**config.mk**
```make
export PLATFORM = sky130hd
export DESIGN_NAME = hql_ram
export DESIGN_NICKNAME = d
export VERILOG_FILES = /design/src/rtl/hql_ram.sv
export SDC_FILE = /design/constraint.sdc
export NUM_CORES = 1
export LEC_CHECK = 0
export BUFFER_PORTS_ARGS = -buffer_cell sky130_fd_sc_hd__buf_2
export CAP_MARGIN = 10
export CORE_MARGIN = 1
export CORE_UTILIZATION = 47
export DETAILED_ROUTE_END_ITERATION = 8
export PLACE_DENSITY = 0.7
export SYNTH_ARGS = -nofsm -noshare
export SYNTH_HDL_FRONTEND = slang
export SYNTH_SLANG_ARGS = --single-unit
```
**constraint.sdc**
```tcl
create_clock -name clk -period 12.8 [get_ports clk]
set_input_delay 1.92 -clock clk [delete_from_list [all_inputs] [get_ports clk]]
set_output_delay 1.92 -clock clk [all_outputs]
set_load 0.02 [all_outputs]
```
**src/rtl/hql_ram.sv**
```systemverilog
// Generic single-port RAM, registered read.
// No dependencies.
module hql_ram #(
    parameter int DEPTH  = 16,
    parameter int ADDR_W = 4,
    parameter int DATA_W = 64
) (
    input  logic              clk,
    input  logic              we,
    input  logic [ADDR_W-1:0] addr,
    input  logic [DATA_W-1:0] wdata,
    output logic [DATA_W-1:0] rdata
);

    logic [DATA_W-1:0] mem [0:DEPTH-1];
    logic [DATA_W-1:0] rdata_reg;

    always_ff @(posedge clk)
    begin
        if (we)
        begin
            mem[addr] <= wdata;
        end
        rdata_reg <= mem[addr];
    end

    assign rdata = rdata_reg;

endmodule

```
Word-level counts from Yosys, hierarchy flattened:

Memories as Yosys holds them, arrays and structs flattened. A register that Yosys moved wholly into a read port is not among the register bits.
Index checks and enable logic that the tools add are counted.

* output and inout port bits: 64
* memories kept: 1
* bits in writable memories: 1024
* word-level logic and storage cells: 3
* bits in registers: 0
* input bits: 70

Memories
* mem: words 16, width 64, rd ports 1, clocked after memory_dff 1, wr ports 1, RTL line 15 `logic [DATA_W-1:0] mem [0:DEPTH-1];`

* multiplexer cells: 2

Operators with widths (count)
* 2-to-1 mux 1 bit: 2

Depth between registers and ports, before layout:

* word-level depth: 2
* mapped depth: 6

Worst setup path before layout:

OpenSTA, ideal clock, no wires.

* path kind: input -> register
* from: in addr[1]
* to: mem mem[0][0] (enable)
* arrival time: 6852 ps
* required time: 12235 ps
* stages: 4
* setup slack: 5383 ps
* setup time: 565 ps
* cell sequence: buf_2 buf_2 buf_1 nor3_1

RTL lines
* start: declaration: RTL line 10 `input logic [ADDR_W-1:0] addr,`
* end: declaration: RTL line 15

No word-level cell before the write port.

==> parameters.txt <==
Parameter                              Value

Floorplanning
  Die Wd ... 292 um
  Number of placed I/O pins ... 134
  Core area ... 82,600 um2
  Floorplan die area ... 85,200 um2
  Standard-cell rows ... 105
  Die span in y ... 292 um
  Initial cell density of the core ... 47.8%

Cells and area
  Post-route cell area ... around 45,000 um2
  Number of fill cells in the layout ... 6,014
  Number of flip-flops in the largest register ... 1,024
  Share of final-layout standard cells stronger than drive strength 1 ... 31.4%
  Layout-stage area growth over the synthesis result ... 14.0%
  Seq. cell area ... 32,000 um2
  Multi-input gate area ... 7230 um2
  Number of nets in the layout ... 1,904
  Filler-free cell count of the finished design ... approximately 3.0k
  Utilization after layout ... 54.5%

Logic synthesis
  Asr flop ratio synth ... 0%
  Most frequent cell after synthesis ... edfxtp_1
  Area contributors post-synth ... edfxtp_1, mux4_2, dfxtp_1, a22oi_1, nand2_1
  Number of nets produced by synthesis ... roughly 1.7k
  Most frequent cells after synthesis ... edfxtp_1, mux4_2, a22oi_1
  Flip-flop and latch count after synthesis ... 1,088
  Mean area per synthesized cell ... 24.0 um2
  YS warnings ... 0
  Post-Syn Instances ... 1,648
  Top cell type's share of synthesized area ... 77.8%
  Sequential cell area fraction in the yosys report ... 81.1%
  Unique cell type count in the Yosys netlist ... 18
  Most frequently used flop master after synthesis ... edfxtp_1
  Post-synthesis instance area ... 39,500 um2
  Post-synth EDFFs ... 1,024
  Post-synth top area cell ... edfxtp_1

Critical path
  Critical Path RT ... around 13 ns
  Critical path launch point type ... primary input
  Data arrival, critical path ... 5.81 ns
  Category of the most critical setup path ... primary input to flop
  CP Max Fanout ... 68
  Kind of capture point of the worst setup path ... flop

Routing
  Routed WL ... around 83,000 um
  Number of violations reported at the end of detailed-routing iteration 0 ... 1,951
  Detailed-routing iteration count for the pre-antenna-repair pass ... 5
  Drt via density ... ~6.0
  Mean routed wirelength per cell ... 27.8 um
  Routed vias ... 17.9k
  Count of unresolved DRC violations after routing ... 0
  Remaining antenna violation count ... 0

CTS
  CTS Buf Count ... 104
  Max Buffers Root-to-Sink ... 3
  # H-tree levels ... 3
  TritonCTS clock tree ... done
  Clock latency of the later-clocked register in the worst-skew pair ... 0.67 ns
  Clk Tree Root Cell ... clkbuf_16
  Post-CTS setup buffers ... 0
  Total number of clock tree sinks ... ~1.1k
  Post-CTS sizing ... 0
  Worst-path clk slew ... roughly 0.06 ns
  # hold bufs at CTS ... 0

Timing
  Final worst path period share ... 41.1%
  Number of failing setup endpoints in the final timing report ... 0
  Count of endpoints failing hold in the final timing report ... 0
  Max frequency ... 190 MHz
  Unrepaired setup endpoints after global routing ... no
  Setup TNS Final ... 0 ns
  Clock Skew ... 0.0213 ns
  Actual slew at the worst max-slew pin ... 1.23 ns
  Number of pins with negative max-slew slack in the final report ... 0
  Max-slew headroom ... 18.0%
  Crit path time final ... 5.27 ns

Power and ir drop
  Final Total Pwr ... 0.00746 W
  Worst voltage drop across the vdd grid ... 115 uV
  Ratio of total power to cell area ... 166 nW/um2
  Static leakage ... 14.4 nW

Global routing
  Pin count of the biggest net entering global routing ... 93
  Overflow left after global routing ... 0
  Aggregate global-route resource usage ... about a fifth
  Number of global-route vias before repair ... between 15k and 20k
  Global-route wire length before repair ... between 100,000 and 150,000 um
  Antenna violations before repair ... 8

Worst hold path
  Worst min path class ... flop to flop

Placement
  Placement-stage cell area ... 41,500 um2
  DP Cell Count ... 2,798
  Global placer's final weighted congestion ... between 0.7 and 0.8
  Input/output buffers ... 133
  Post-detail-place hpwl ... 41,000 um

Status
  Status ... completed

Flow run
  Number of max-cap violations ... 0
[critical path, stage by stage]
cell and delay [ns]:
buf_8 0.56, buf_4 0.65, buf_4 0.74, buf_4 0.86, mux4_2 0.61, a22oi_1 0.27
nand2_1 0.07
[cells in the final DEF, fill, tap and decap left out]
cell,instances
edfxtp_1,1024
mux4_2,256
buf_2,131
a22oi_1,128
clkbuf_16,106
nand2_1,65
dfxtp_1,64
buf_4,31
clkbuf_1,25
clkinv_2,18
nor2_4,13
clkbuf_8,11
bufinv_16,10
clkinv_1,9
clkinvlp_4,8
nor3_2,4
diode_2,3
inv_6,3
nor2b_4,2
nand3b_1,2
nand2b_1,2
inv_16,2
clkinv_4,2
buf_8,2
and2_4,1
nand3_1,1
or3b_2,1
clkinv_8,1
buf_12,1
[power breakdown]
| part | internal [W] | switching (W) | leakage, nW |
|---|---|---|---|
| Clock | 0.00180 | 0.00130 | 1.69 |
| Sequential | 0.00398 | 0.0000274 | 9.79 |
| Combinational | 0.000136 | 0.000222 | 2.92 |
[metrics by stage]
step | setup WS [ns] | hold slack, ns
after floorplan | 5.38 | 0.635
after global placement | 6.66 | 0.649
after detailed placement | 6.65 | 0.656
after CTS | 7.36 | 0.666
after global routing | 7.04 | 0.686
final | 7.53 | 0.668
[area by class of cell]
class	count	area share [%]
timing repair buffer	165	2.08
clock buffer	142	6.43
multi-input combinational	475	16.1
sequential	1088	71.1
antenna	3	0.0167
tap	1070	2.97
clock inverter	53	1.30
[cell families (layout without fill, tap and decap cells)]
group,count (synthesis),in the layout,share of synthesized area [%]
muxes,256,256,14.6
DFF,1088,1088,81.1
AOI/OAI and AO/OA,128,128,2.43
buffers and inverters,85,360,0.981
other,0,3,0
and+or+nand+nor,91,91,0.943
[worst paths after layout]
check | from | to | slack [ns] | depth (start not counted)
worst max-delay path | addr[0] | rdata[23]$_DFF_P_ | 7.53 | 7
worst min-delay path | mem[14][33]$_DFFE_PP_ | rdata[33]$_DFF_P_ | 0.67 | 3
worst max register to register | mem[8][46]$_DFFE_PP_ | rdata[46]$_DFF_P_ | 11.29 | 3
worst min register to register | mem[14][33]$_DFFE_PP_ | rdata[33]$_DFF_P_ | 0.67 | 3
[routing by layer]
layer	vias to the layer above	GRT usage, %	routed length, um
met5	-	0	45
met4	6	4.80	1730
met3	125	3.46	5720
met2	677	33.5	42600
met1	9648	27.0	33200
li1	7433	-	-
No activity file was read; power rests on OpenSTA's default activity.
