$ cat config.mk
export PLATFORM = sky130hd
export DESIGN_NAME = hql_level
export DESIGN_NICKNAME = d
export VERILOG_FILES = /design/src/rtl/hql_pkg.sv /design/src/rtl/hql_level.sv
export SDC_FILE = /design/constraint.sdc
export NUM_CORES = 1
export LEC_CHECK = 0
export BUFFER_PORTS_ARGS = -buffer_cell sky130_fd_sc_hd__buf_4
export CORE_MARGIN = 2
export CORE_UTILIZATION = 50
export DETAILED_ROUTE_END_ITERATION = 6
export PLACE_DENSITY = 0.81
export SYNTH_ARGS = -nofsm -noshare
export SYNTH_HDL_FRONTEND = slang
export SYNTH_SLANG_ARGS = --single-unit
$ cat constraint.sdc
create_clock -name clk -period 11.88 [get_ports clk]
set_input_delay 1.782 -clock clk [delete_from_list [all_inputs] [get_ports clk]]
set_output_delay 1.782 -clock clk [all_outputs]
set_load 0.05 [all_outputs]
$ cat src/rtl/hql_pkg.sv
// Package for the hierarchical quadrant locator: sizes, word types, opcodes,
// register indexes and the elaboration-time helpers for quadrant numbering.
// No dependencies.
package hql_pkg;

    localparam int TABLE_DEPTH = 2048;
    localparam int ADDR_BITS   = $clog2(TABLE_DEPTH);   // quadrant / entry width
    localparam int CNT_W       = ADDR_BITS + 1;         // counts up to TABLE_DEPTH
    localparam int MAX_DIMS    = 2;
    localparam int COORD_BITS  = 32;
    localparam int SPLIT_W     = MAX_DIMS * COORD_BITS; // one table entry
    localparam int CHILD_W     = CNT_W + MAX_DIMS;      // base + (off << D) + idx
    localparam int LEVEL_W     = 4;
    localparam int DIM_W       = 2;
    localparam int PADDR_W     = 3;
    localparam int PDATA_W     = 32;

    typedef enum logic
    {
        OP_WRITE  = 1'b0,
        OP_LOCATE = 1'b1
    } op_t;

    typedef enum logic
    {
        REG_DIM_COUNT   = 1'b0,
        REG_LEVEL_COUNT = 1'b1
    } reg_idx_t;

    localparam logic [DIM_W-1:0]   DIM_RESET   = 2'd2;
    localparam logic [LEVEL_W-1:0] LEVEL_RESET = 4'd5;

    // Quadrants on levels 0..lv with 2^d children each, saturated at table depth.
    function automatic int cum_quads(input int d, input int lv);
        longint sum;
        longint term;
        sum  = 0;
        term = 1;
        for (int j = 0; j <= lv; j++)
        begin
            if (sum < TABLE_DEPTH)
            begin
                sum = sum + term;
            end
            if (term < TABLE_DEPTH)
            begin
                term = term << d;
            end
        end
        if (sum > TABLE_DEPTH)
        begin
            sum = TABLE_DEPTH;
        end
        return int'(sum);
    endfunction

    // Levels whose nodes may still have a child inside the table.
    function automatic int num_levels();
        int n;
        n = 0;
        for (int k = 0; k < 32; k++)
        begin
            if (cum_quads(1, k) < TABLE_DEPTH)
            begin
                n = k + 1;
            end
        end
        return n;
    endfunction

    localparam int NUM_LEVELS = num_levels();
    localparam int PIPE_LAT   = 2 * NUM_LEVELS + 1;

    // Span of entry numbers that can sit on level k for any dimension count.
    function automatic int lvl_lo(input int k);
        return (k == 0) ? 0 : cum_quads(1, k - 1);
    endfunction

    function automatic int lvl_hi(input int k);
        return cum_quads(MAX_DIMS, k);
    endfunction

    localparam int LIMIT_ENTRIES = 2 ** (LEVEL_W + 1);

    typedef logic [CNT_W-1:0] limit_tab_t [0:LIMIT_ENTRIES-1];

    // Quadrant count indexed by {two dims, level count}.
    function automatic limit_tab_t build_limits();
        limit_tab_t t;
        for (int i = 0; i < LIMIT_ENTRIES; i++)
        begin
            t[i] = CNT_W'(cum_quads((i >= 2 ** LEVEL_W) ? 2 : 1, i % (2 ** LEVEL_W)));
        end
        return t;
    endfunction

    localparam limit_tab_t LIMIT_TAB = build_limits();

    typedef struct packed
    {
        op_t                           op;
        logic                          done;
        logic [ADDR_BITS-1:0]          cur;   // entry number for writes
        logic [ADDR_BITS-1:0]          off;   // offset within the current level
        logic signed [COORD_BITS-1:0]  c0;
        logic signed [COORD_BITS-1:0]  c1;
    } item_t;

    typedef struct packed
    {
        logic [CNT_W-1:0] lo;
        logic [CNT_W-1:0] hi;
        logic [CNT_W-1:0] base1;
        logic [CNT_W-1:0] base2;
    } lvl_t;

    typedef struct packed
    {
        logic             d2;
        logic [CNT_W-1:0] limit;
    } cfg_t;

endpackage

$ cat src/rtl/hql_level.sv
// One tree level of the locate pipeline: RAM access slot, then compare and
// child step. Depends on hql_pkg; its split-point RAM sits in the top level.
module hql_level (
    input  logic                                clk,
    input  logic                                rst_n,
    input  hql_pkg::lvl_t                       lvl,
    input  hql_pkg::cfg_t                       cfg,
    input  logic                                in_vld,
    input  hql_pkg::item_t                      in_item,
    input  logic [hql_pkg::SPLIT_W-1:0]         rd_data,
    output logic [hql_pkg::ADDR_BITS-1:0]       mem_addr,
    output logic                                mem_we,
    output logic                                out_vld,
    output hql_pkg::item_t                      out_item
);

    import hql_pkg::*;

    logic                          mid_vld_reg;
    item_t                         mid_reg;
    logic                          out_vld_reg;
    item_t                         out_reg;
    item_t                         out_next;
    logic                          in_span;
    logic signed [COORD_BITS-1:0]  sp0;
    logic signed [COORD_BITS-1:0]  sp1;
    logic [MAX_DIMS-1:0]           idx;
    logic [CNT_W-1:0]              base;
    logic [ADDR_BITS+1:0]          step;
    logic [CHILD_W-1:0]            child;

    // Writes land in this level's RAM as they pass, keeping order with locates.
    assign in_span  = (CNT_W'(in_item.cur) >= lvl.lo) && (CNT_W'(in_item.cur) < lvl.hi);
    assign mem_we   = in_vld && (in_item.op == OP_WRITE) && in_span;
    assign mem_addr = in_item.cur - lvl.lo[ADDR_BITS-1:0];

    always_comb
    begin
        out_next = mid_reg;
        sp0      = rd_data[COORD_BITS-1:0];
        sp1      = rd_data[SPLIT_W-1:COORD_BITS];
        idx[0]   = (mid_reg.c0 >= sp0);
        idx[1]   = cfg.d2 && (mid_reg.c1 >= sp1);
        base     = cfg.d2 ? lvl.base2 : lvl.base1;
        step     = cfg.d2 ? {mid_reg.off, 2'b00} : {1'b0, mid_reg.off, 1'b0};
        step     = step | (ADDR_BITS+2)'(idx);
        child    = CHILD_W'(base) + CHILD_W'(step);
        if ((mid_reg.op == OP_LOCATE) && !mid_reg.done)
        begin
            if (child >= CHILD_W'(cfg.limit))
            begin
                out_next.done = 1'b1;
            end
            else
            begin
                out_next.cur = child[ADDR_BITS-1:0];
                out_next.off = step[ADDR_BITS-1:0];
            end
        end
    end

    always_ff @(posedge clk or negedge rst_n)
    begin
        if (!rst_n)
        begin
            mid_vld_reg <= 1'b0;
            out_vld_reg <= 1'b0;
        end
        else
        begin
            mid_vld_reg <= in_vld;
            out_vld_reg <= mid_vld_reg;
        end
    end

    always_ff @(posedge clk)
    begin
        mid_reg <= in_item;
        out_reg <= out_next;
    end

    assign out_vld  = out_vld_reg;
    assign out_item = out_reg;

endmodule

---- Word level (Yosys, flattened, before mapping) ----
Cells that the tools add are included.
storage, ports and cells
  bits in registers ....................... 178
cells by class
  add/sub/neg operators ................... 2
  order comparisons ....................... 5
  mux-type cells .......................... 5
  bitwise gates (word level) .............. 2
  reductions and logical operators ........ 6
operators by type and width
  operator                               count
  >= comparator 32 bit                   2
  two-way mux 23 bit                     1
  two-way mux 22 bit                     1
  adder 12 x 13 -> 14 bit                1
  >= comparator 14 x 12 -> 1 bit         1
  two-way mux 13 bit                     1
  bitwise OR 13 x 2 -> 13 bit            1
  >= comparator 11 x 12 -> 1 bit         1
  less-than comparator 11 x 12 -> 1 bit  1
  two-way mux 12 bit                     1
  subtractor 11 bit                      1
  logical AND 1 bit                      5
  logical NOT 1 bit                      1
  two-way mux 1 bit                      1
  NOT 1 bit                              1

---- Depth between registers and ports, before layout ----
Gate-level depths: netlist of the first run.
  word-level depth ........................ 7
  gate-level depth with buffers ........... 25

---- Worst setup path before layout of the first run ----
Ideal clock, no wire load.
  path kind ............................... in2reg
  start ................................... input rd_data[1] (netlist name)
  end ..................................... register out_reg (netlist bit out_item[66])
  setup time .............................. 0.121 ns
  data arrival time ....................... 6.914 ns
  setup slack ............................. 4.844 ns
  stages on the path ...................... 24
  buffers on the path ..................... 2
  cell sequence ........................... inv_1 ha_1 nor2b_1 o211ai_1 a21boi_0 or4b_2 a21oi_1 mux2_2 ha_1 fa_1 a211oi_1 o21ai_1 a31oi_1 o21bai_1 a21oi_1 xnor2_1 ha_1 o21a_1 o21ai_0 nand4_1 or4b_1 buf_4 buf_12 mux2_4
RTL lines
  what                  line             RTL
  from (decl)           hql_level.sv:10  input logic [hql_pkg::SPLIT_W-1:0] rd_data,
  to (signal assigned)  hql_level.sv:79  out_reg <= out_next;
  to (decl)             hql_level.sv:22  item_t out_reg;

==> impl_metrics.py, run 1 <==
metrics = {
    "worst_setup_path": {
        "start_kind": "input port",
        "critPathCaptureType": "register",
        "crit_slowest_cell": "or4b_2",
        "crit_type": "input port to register",
        "crit_arrival_ns": 8.08,
        "critPathMostFrequentCell": "a21oi_1",
        "slowest_delay_ns": 0.64,
        "worst-path-max-fanout": 13,
        "cp_data_required_time_ns": 12.19,
    },
    "routing": {
        "route.final.wire_length_microns": 19700,
        "viasPerCell": 5.01,
        "dr.pass1.iters": 4,
        "via_count": 6067,
        "drc": 0,
        "antenna_left": 0,
        "drtIter0Drc": 171,
        "wire_per_inst_microns": 16.3,
    },
    "timing": {
        "fmax_ghz": 0.129,
        "report.final.slew_viol_count": 0,
        "rsz0062_at_grt": "no",
        "slew_headroom": 0.595,
        "clock_skew_ns": 0.00951,
        "min_period_ns": 7.77,
        "setup_tns_ns": 0,
        "post-route-period-util": 0.654,
        "hold_viol_final": 0,
        "setup_viol_count_final": 0,
        "tightest_slew_ns": 0.608,
    },
    "floorplanning": {
        "die_w_microns": 126,
        "initial_core_util": 0.513,
        "core_sq_um": 14500,
        "core.rowCount": 44,
        "io_pins": 317,
        "die_h_microns": 126,
        "die_area_sq_um": 15900,
    },
    "final_layout": {
        "diodes": 0,
        "n_fill_cell": 1081,
        "nets": 1340,
        "design_area_sq_um": 10600,
        "drive_gt1_frac": 0.386,
        "stdcell_count": 1210,
        "area_growth_pct": 41.9,
        "final_core_util": 0.728,
    },
    "clock_network": {
        "insertion_delay_ns": 0.43,
        "htree_num_levels": 4,
        "cts_root_buffer": "clkbuf_16",
        "cts_setup_buffers": 0,
        "cts_tree": "done",
        "clk_pin_slew_ns": 0.06,
        "postCtsHoldBufs": 0,
        "clock-sinks": 178,
        "clock_path_buffers": 2,
        "cts-resized-gates": 0,
        "cts_buffers": 17,
    },
    "logic_synthesis": {
        "synth_cell_types": 52,
        "synth_nets": 1010,
        "netlist_area_sq_um": 7450,
        "synth_warnings": 0,
        "ys_seq_elements": 178,
        "syn_area_per_cell_sq_um": 10.9,
        "synth.area.top_cells": "dfxtp_1 (47%), ha_1 (18%), inv_1 (5.5%), mux2_4 (4.0%), mux2_2 (3.8%)",
        "synthArstFlopShare": 0.0112,
        "synth_edf_count": 0,
        "synth_top_cell_area_share": 0.473,
        "syn_inst": 683,
        "synthFlopType": "dfxtp_1",
        "ys_seq_area_frac": 0.479,
        "synth_top_cell_by_area": "dfxtp_1",
    },
    "placement": {
        "post_dp_cell_area_sq_um": 10000,
        "hpwl_microns": 15900,
        "io_buffer_count": 316,
        "dp.cells": 1178,
        "place_congestion": 0.867,
    },
    "global_routing": {
        "grt_first_pass_wirelength_microns": 31000,
        "grt_max_degree": 27,
        "antenna_found_initial": 0,
        "grt_use_total": 0.250,
        "grt-ovfl-total": 0,
        "grt_pass1_vias": 6230,
    },
    "hold_path": {
        "hold_class": "register to register",
    },
    "power": {
        "p_sw_frac": 0.310,
        "pwr-share-comb": 0.256,
        "p_per_area_nw_per_um2": 151,
        "irDropWorstVdd_mv": 0.103,
        "p_leak_nw": 5.55,
        "netSwitchingPower_uw": 496,
        "internal-power_mw": 1.11,
        "seqPwrFrac": 0.406,
        "pwr-share-clk": 0.338,
        "power_mw": 1.60,
    },
    "flow_run": {
        "max_cap_viol_count": 0,
    },
    "status": {
        "status": "complete, no violations",
    },
}
## final cells by class
cell class	instances	area [sq um]	share of cell area
Clock buffer	18	429	0.0406
Clock inverter	14	144	0.0136
Inverter	110	413	0.0390
Multi-Input combinational cell	389	3410	0.322
Sequential cell	178	3570	0.338
Tap cell	184	230	0.0218
Timing Repair Buffer	317	2380	0.225
## worst max-delay path, delay by kind of cell
kind / cells / cell delay (ns)
buffers and inverters: 3 / 0.49
AND/OR/NAND/NOR: 6 / 1.74
adder cells (fa/ha/maj): 4 / 1.30
XOR/XNOR: 1 / 0.10
multiplexers: 2 / 0.74
AO/OA/AOI/OAI: 9 / 1.92
## cells in the mapped netlist (3+ instances only)
cell and instances:
nand2b_1 4, o21ai_0 18, a211oi_1 3, a21oi_1 47, o21a_1 3, inv_1 110, nor3_1 5, o211ai_1 6
nor4_1 5, mux2_4 20, nand3_1 8, xor2_1 4, a221oi_1 3, nor2b_1 5, and4_1 3, nand2_1 24
xnor2_1 13, mux2_2 25, o21bai_1 3, a21o_1 18, ha_1 109, nand4_1 17, nor2_1 14, o21ai_1 4
dfxtp_1 176
## stage by stage
step                setup WS (ns)  hold WS (ns)
floorplan                    4.84         0.331
global placement             4.11         0.334
CTS                          4.20         0.350
finish                       4.11         0.349
global route                 3.77         0.351
detailed placement           3.85         0.341
## power by group through the flow
stage / Sequential [mW] / Clock [mW] / Combinational, mW
final: 0.651 / 0.541 / 0.410
after global routing: 0.654 / 0.581 / 0.444
after CTS: 0.651 / 0.551 / 0.412
after detailed placement: 0.664 / 0 / 0.408
after global placement: 0.663 / 0 / 0.400
after floorplan: 0.736 / 0 / 0.191
## cells in the final DEF (no fill, tap or decap), types with 8 or more instances in the layout
master / n
clkbuf_16: 17
o21ai_0: 18
mux2_2: 25
nand3_1: 8
a21o_1: 18
dfxtp_1: 176
nor2_1: 14
a21oi_1: 47
buf_4: 317
ha_1: 109
nand4_1: 17
inv_1: 110
nand2_1: 24
xnor2_1: 13
mux2_4: 20
## worst paths after layout
path / start / end / slack (ns) / cells past startpoint
worst min register to register: mid_reg[32] / out_item[32] / 0.35 / 0
worst min-delay path: mid_reg[32] / out_item[32] / 0.35 / 0
worst max register to register: mid_reg[46] / out_item[64] / 5.25 / 23
min in group asynchronous: rst_n / mid_vld_reg / 1.13 / 1
max in group asynchronous: rst_n / out_vld / 10.66 / 1
worst max-delay path: rd_data[14] / out_item[64] / 4.11 / 25
## cell families after synthesis
| group | Yosys count | share of synthesized area |
|---|---|---|
| xor+xnor | 17 | 0.0200 |
| mux | 45 | 0.0780 |
| fa+ha+maj | 111 | 0.188 |
| simple gates | 93 | 0.0661 |
| compound gates | 123 | 0.105 |
| buf+inv | 116 | 0.0633 |
| flops | 178 | 0.479 |
## metal layers
metal | global-route usage | wire, microns | vias to the layer above
li1 | - | - | 3019
met4 | 0.106 | 657 | 0
met5 | 0 | 0 | -
met2 | 0.453 | 10300 | 243
met3 | 0.0760 | 1530 | 41
met1 | 0.269 | 7240 | 2764
No activity file was read; power rests on OpenSTA's default activity.
==> inputs of run 2 (changes only) <==
--- a/config.mk
+++ b/config.mk
@@ -5,11 +5,12 @@
 export SDC_FILE = /design/constraint.sdc
 export NUM_CORES = 1
 export LEC_CHECK = 0
+export ABC_AREA = 1
 export BUFFER_PORTS_ARGS = -buffer_cell sky130_fd_sc_hd__buf_4
 export CORE_MARGIN = 2
-export CORE_UTILIZATION = 50
+export CORE_UTILIZATION = 43
 export DETAILED_ROUTE_END_ITERATION = 6
-export PLACE_DENSITY = 0.81
+export PLACE_DENSITY = 0.74
 export SYNTH_ARGS = -nofsm -noshare
 export SYNTH_HDL_FRONTEND = slang
 export SYNTH_SLANG_ARGS = --single-unit
==> constraint.sdc (replaced) <==
create_clock -name clk -period 6.63 [get_ports clk]
set_input_delay 0.9945 -clock clk [delete_from_list [all_inputs] [get_ports clk]]
set_output_delay 0.9945 -clock clk [all_outputs]
set_load 0.05 [all_outputs]
==> impl_metrics.py, run 2 <==
metrics = {
    "status": {
        "status": "complete, no violations",
    },
    "clock_network": {
        "cts_root_buffer": "clkbuf_16",
        "postCtsHoldBufs": 0,
        "insertion_delay_ns": 0.42,
        "cts_tree": "done",
        "htree_num_levels": 4,
        "clock_path_buffers": 2,
        "cts_buffers": 17,
        "clock-sinks": 178,
        "cts_setup_buffers": 0,
        "clk_pin_slew_ns": 0.07,
        "cts-resized-gates": 0,
    },
    "placement": {
        "dp.cells": 1391,
        "post_dp_cell_area_sq_um": 10100,
        "io_buffer_count": 316,
        "pre_cts_ws_ns": 1.24,
        "place_congestion": 0.831,
        "hpwl_microns": 16400,
    },
    "worst_setup_path": {
        "crit_arrival_ns": 5.21,
        "slowest_delay_ns": 0.43,
        "crit_slowest_cell": "fa_1",
        "r2r-end": "out_item[82]",
        "crit_type": "input port to register",
        "r2r_cells": 23,
        "crit_family": "simple AND/OR/NAND/NOR gates",
        "critPathBufInv": 3,
        "critPathCaptureType": "register",
        "reg2reg_slack_ns": 2.08,
        "worstReg2RegStart": "mid_reg[63]",
        "cp_data_required_time_ns": 6.93,
        "critPathMostFrequentCell": "nand2_1",
        "worst-path-max-fanout": 27,
        "start_kind": "input port",
    },
    "logic_synthesis": {
        "synth_commonest_cells": "nand2_1 (229), dfxtp_1 (176), inv_1 (143)",
        "synth.most_common_cell": "nand2_1",
        "ys_seq_area_frac": 0.474,
        "synthArstFlopShare": 0.0112,
        "synth_simple_gate_area_frac": 0.166,
        "synth_fa_ha_area_frac": 0.186,
        "synth_cell_types": 43,
        "synth_nets": 1185,
        "synth_compound_gate_area_share": 0.0732,
        "netlist_area_sq_um": 7540,
        "synth_warnings": 0,
        "synth_top_cell_by_area": "dfxtp_1",
        "synth_edf_count": 0,
        "ys_seq_elements": 178,
        "synth.area.top_cells": "dfxtp_1 (47%), ha_1 (18%), nand2_1 (11%), inv_1 (7.1%), a21oi_1 (3.5%)",
        "syn_inst": 858,
        "synth_top_cell_area_share": 0.467,
        "synthFlopType": "dfxtp_1",
        "synth_top_family_by_area": "adder cells",
        "syn_area_per_cell_sq_um": 8.79,
        "synthMuxAreaShare": 0,
        "synth_xor_area_frac": 0.0221,
    },
    "timing": {
        "rsz0062_at_grt": "no",
        "worst_slack_ns": 1.72,
        "min_period_ns": 4.91,
        "hold_viol_final": 0,
        "setup_tns_ns": 0,
        "report.final.slew_viol_count": 0,
        "post-route-period-util": 0.740,
        "fmax_ghz": 0.204,
        "hold_ws_ns": 0.341,
        "slew_headroom": 0.514,
        "clock_skew_ns": 0.00897,
        "tightest_slew_ns": 0.728,
        "setup_viol_count_final": 0,
    },
    "final_layout": {
        "final_cell_mix": "buf_4 (316), nand2_1 (229), dfxtp_1 (176)",
        "area_growth_pct": 42.7,
        "nets": 1512,
        "stdcell_count": 1423,
        "final_common_cell": "buf_4",
        "final_core_util": 0.624,
        "diodes": 0,
        "drive_gt1_frac": 0.301,
        "design_area_sq_um": 10800,
    },
    "floorplanning": {
        "core.rowCount": 48,
        "die_w_microns": 136,
        "core_sq_um": 17200,
        "io_pins": 317,
        "die_h_microns": 136,
        "die_area_sq_um": 18600,
        "initial_core_util": 0.437,
    },
    "hold_path": {
        "hold_class": "input port to async pin",
    },
    "routing": {
        "wire_per_inst_microns": 13.9,
        "antenna_left": 0,
        "via_count": 6506,
        "drtIter0Drc": 138,
        "dr.pass1.iters": 4,
        "route.final.wire_length_microns": 19800,
        "drc": 0,
        "viasPerCell": 4.57,
    },
    "global_routing": {
        "grt_max_degree": 28,
        "grt_use_total": 0.215,
        "grt_first_pass_wirelength_microns": 30600,
        "antenna_found_initial": 0,
        "grt_pass1_vias": 6399,
        "grt-ovfl-total": 0,
    },
    "power": {
        "power_mw": 2.96,
        "p_per_area_nw_per_um2": 275,
        "irDropWorstVdd_mv": 0.198,
        "p_leak_nw": 5.95,
    },
    "flow_run": {
        "max_cap_viol_count": 0,
    },
}
-- run 2: cell types whose count changed after synthesis, moves of 5 or more --
cell     change
xor2_1      +10
a21oi_1      +6
nor2_1      +15
inv_1       +33
nand4_1      -9
xnor2_1      -8
a21o_1      -14
nand2_1    +205
mux2_4      -20
nor2b_1      -5
nand3_1      +9
mux2_2      -25
-- run 2: metal layers --
| metal | global-route usage | routed length [microns] | share of wire | vias to the layer above |
|---|---|---|---|---|
| met5 | 0 | 0 | 0 | - |
| met4 | 0.0747 | 425 | 0.021 | 0 |
| met3 | 0.0798 | 1830 | 0.093 | 24 |
| met2 | 0.385 | 9760 | 0.49 | 248 |
| met1 | 0.234 | 7770 | 0.39 | 2848 |
| li1 | - | - | - | 3386 |
-- run 2: worst max-delay path by stage --
stage	slack, ns	start	cells after the start	end
after detailed placement	1.24	rd_data[31]	25	out_item[82]
after floorplan	2.00	rd_data[31]	25	out_item[76]
final	1.72	rd_data[31]	25	out_item[82]
after global placement	1.50	rd_data[31]	25	out_item[75]
after CTS	1.69	rd_data[31]	25	out_item[82]
after global routing	1.17	rd_data[31]	25	out_item[81]
-- run 2: kinds of logic (layout without fill, tap and decap cells) --
family	count (synthesis)	count (layout)
XOR/XNOR	19	19
AO/OA/AOI/OAI	98	98
AND/OR/NAND/NOR	299	299
adder cells (fa/ha/maj)	111	111
flip-flops	178	178
buffers and inverters	153	493
-- run 2: report_power, final --
part | internal [mW] | leakage [nW] | switching (mW) | total, mW
Sequential | 1.14 | 1.51 | 0.0291 | 1.17
Clock | 0.576 | 0.301 | 0.462 | 1.04
Combinational | 0.289 | 4.14 | 0.465 | 0.754
Total | 2.01 | 5.95 | 0.956 | 2.96
-- run 2: layout make-up --
cell class | count | area, sq um
clock buffer | 17 | 425
clock inverter | 15 | 191
fill | 1484 | 6480
inverter | 145 | 544
multi-input combinational | 527 | 3370
sequential | 178 | 3570
tap | 225 | 282
timing repair buffer | 316 | 2370
-- run 2: worst register-to-register path: cells and delay by family, from the launching register on --
family                   cells  cell delay, ns
adder cells (fa/ha/maj)      4            1.29
AND/OR/NAND/NOR             12            1.89
AO/OA/AOI/OAI                5            0.66
flip-flops                   1            0.32
buffers and inverters        1            0.07
XOR/XNOR                     1            0.19
==> inputs of run 3 (changes only) <==
--- a/config.mk
+++ b/config.mk
@@ -5,12 +5,12 @@
 export SDC_FILE = /design/constraint.sdc
 export NUM_CORES = 1
 export LEC_CHECK = 0
-export ABC_AREA = 1
+export ABC_AREA = 0
 export BUFFER_PORTS_ARGS = -buffer_cell sky130_fd_sc_hd__buf_4
 export CORE_MARGIN = 2
-export CORE_UTILIZATION = 43
+export CORE_UTILIZATION = 48
 export DETAILED_ROUTE_END_ITERATION = 6
-export PLACE_DENSITY = 0.74
+export PLACE_DENSITY = 0.78
 export SYNTH_ARGS = -nofsm -noshare
 export SYNTH_HDL_FRONTEND = slang
 export SYNTH_SLANG_ARGS = --single-unit
==> constraint.sdc (replaced) <==
create_clock -name clk -period 4.55 [get_ports clk]
set_input_delay 0.6825 -clock clk [delete_from_list [all_inputs] [get_ports clk]]
set_output_delay 0.6825 -clock clk [all_outputs]
set_load 0.05 [all_outputs]
==> impl_metrics.py, run 3 (synthesis gave the netlist of run 1 again) <==
metrics = {
    "worst_setup_path": {
        "reg2reg_slack_ns": -0.87,
        "crit_slowest_cell": "or4b_4",
        "start_kind": "input port",
        "crit_family": "compound AO/OA/AOI/OAI gates",
        "r2r_cells": 22,
        "crit_type": "input port to register",
        "cp_data_required_time_ns": 4.87,
        "path_cells": "buf_6 > inv_8 > ha_4 > nor2b_1 > o211ai_1 > a21boi_2 > or4b_4 > a21oi_2 > mux2_4 > ha_4 > fa_2 > a211oi_4 > o21ai_2 > a31oi_2 > o21bai_1 > a21oi_1 > xnor2_1 > ha_1 > o21a_1 > o21ai_1 > nand4_1 > or4b_4 > clkbuf_16 > mux2_4",
        "critPathBufInv": 3,
        "slowest_delay_ns": 0.64,
        "critPathCaptureType": "register",
        "worst-path-max-fanout": 5,
        "worstSetupPathDepth": 24,
        "crit_arrival_ns": 5.75,
    },
    "power": {
        "irDropWorstVdd_mv": 0.289,
        "power_mw": 4.53,
        "p_per_area_nw_per_um2": 392,
        "p_leak_nw": 5.97,
    },
    "timing": {
        "report.final.slew_viol_count": 0,
        "worst_slack_ns": -0.881,
        "rsz0062_at_grt": "yes",
        "fmax_ghz": 0.184,
        "tightest_slew_ns": 0.434,
        "hold_viol_final": 0,
        "setup_viol_count_final": 23,
        "clock_skew_ns": 0.00411,
        "setup_tns_ns": -19.19,
        "hold_ws_ns": 0.0248,
        "post-route-period-util": 1.19,
        "slew_headroom": 0.708,
        "min_period_ns": 5.43,
    },
    "final_layout": {
        "stdcell_count": 1282,
        "nets": 1409,
        "diodes": 0,
        "drive_gt1_frac": 0.472,
        "final_core_util": 0.761,
        "design_area_sq_um": 11600,
        "final_cell_mix": "buf_4 (380), dfxtp_1 (175), inv_1 (97)",
        "area_growth_pct": 55.2,
        "final_common_cell": "buf_4",
    },
    "placement": {
        "pre_cts_ws_ns": -1.33,
        "hpwl_microns": 16200,
        "dp.cells": 1244,
        "io_buffer_count": 316,
        "post_dp_cell_area_sq_um": 10600,
        "place_congestion": 0.918,
    },
    "clock_network": {
        "clk_pin_slew_ns": 0.07,
        "cts_root_buffer": "clkbuf_16",
        "cts_buffers": 17,
        "clock-sinks": 178,
        "postCtsHoldBufs": 0,
        "cts_tree": "done",
        "insertion_delay_ns": 0.43,
        "clock_path_buffers": 2,
        "htree_num_levels": 4,
    },
    "floorplanning": {
        "initial_core_util": 0.490,
        "die_h_microns": 129,
        "die_w_microns": 129,
        "die_area_sq_um": 16500,
        "io_pins": 317,
        "core.rowCount": 45,
        "core_sq_um": 15200,
    },
    "routing": {
        "drc": 0,
        "antenna_left": 0,
        "drtIter0Drc": 137,
        "route.final.wire_length_microns": 20600,
        "dr.pass1.iters": 4,
        "viasPerCell": 4.89,
        "wire_per_inst_microns": 16.1,
        "via_count": 6270,
    },
    "flow_run": {
        "max_cap_viol_count": 0,
    },
    "hold_path": {
        "hold_class": "input port to async pin",
    },
    "global_routing": {
        "grt_first_pass_wirelength_microns": 30600,
        "grt_max_degree": 17,
        "grt-ovfl-total": 0,
        "grt_use_total": 0.243,
        "grt_pass1_vias": 6219,
        "antenna_found_initial": 0,
    },
    "status": {
        "status": "finished, violations left",
        "violations": "negative setup slack",
    },
}
==> run 3: cell types whose count changed in the layout (fill, tap and decap cells not counted), sizes merged, moves of 10 or more <==
cell   delta
nand2   -206
nor2     -17
mux2     +45
a21o     +13
inv      -38
nand3    -11
buf      +69
xor2     -10
==> run 3: layer usage <==
layer  up-vias  wire length, microns  track usage
met2       221                 10300        0.434
met3        47                  1590       0.0719
met5         -                     0            0
li1       3163                     -            -
met1      2839                  7910        0.259
met4         0                   808        0.127
==> run 3: final cells by class <==
| cell class | count | area (sq um) |
|---|---|---|
| repair buffers | 386 | 2980 |
| clock buffers | 18 | 439 |
| clock inverters | 13 | 198 |
| well taps | 188 | 235 |
| inverters | 110 | 420 |
| flip-flops and latches | 178 | 3570 |
| multi-input cells | 389 | 3730 |
| fillers | 1029 | 3630 |
==> run 3: final timing paths <==
| check | start | endpoint |
|---|---|---|
| setup / recovery | rd_data[1] | out_item[73] |
| hold / removal | rst_n | mid_vld_reg |
| setup reg to reg | mid_reg[33] | out_item[73] |
| hold reg to reg | mid_reg[0] | out_item[0] |
| max in group asynchronous | rst_n | out_vld |
| min in group clk | mid_reg[0] | out_item[0] |
==> run 3: power by group <==
| group | total, mW | internal (mW) | switching (mW) |
|---|---|---|---|
| clock | 1.57 | 0.943 | 0.630 |
| combinational | 1.26 | 0.594 | 0.665 |
| sequential | 1.70 | 1.66 | 0.0432 |
==> run 3: what timing repair did <==
action,in CTS,in global routing
endpoints found under the setup margin,23,23
cloned,1,1
setup buffers,0,5
resized for setup,26,14
pin swaps,2,35
==> run 3: worst register-to-register path: stages, from the launching register on <==
cell	delay [ns]
dfxtp_2	0.34
ha_4	0.23
nor2b_1	0.12
o211ai_1	0.21
a21boi_2	0.07
or4b_4	0.53
a21oi_2	0.16
mux2_4	0.33
ha_4	0.17
fa_2	0.36
a211oi_4	0.27
o21ai_2	0.10
a31oi_2	0.19
o21bai_1	0.08
a21oi_1	0.17
xnor2_1	0.17
ha_1	0.30
o21a_1	0.11
o21ai_1	0.12
nand4_1	0.13
or4b_4	0.64
clkbuf_16	0.21
mux2_4	0.29
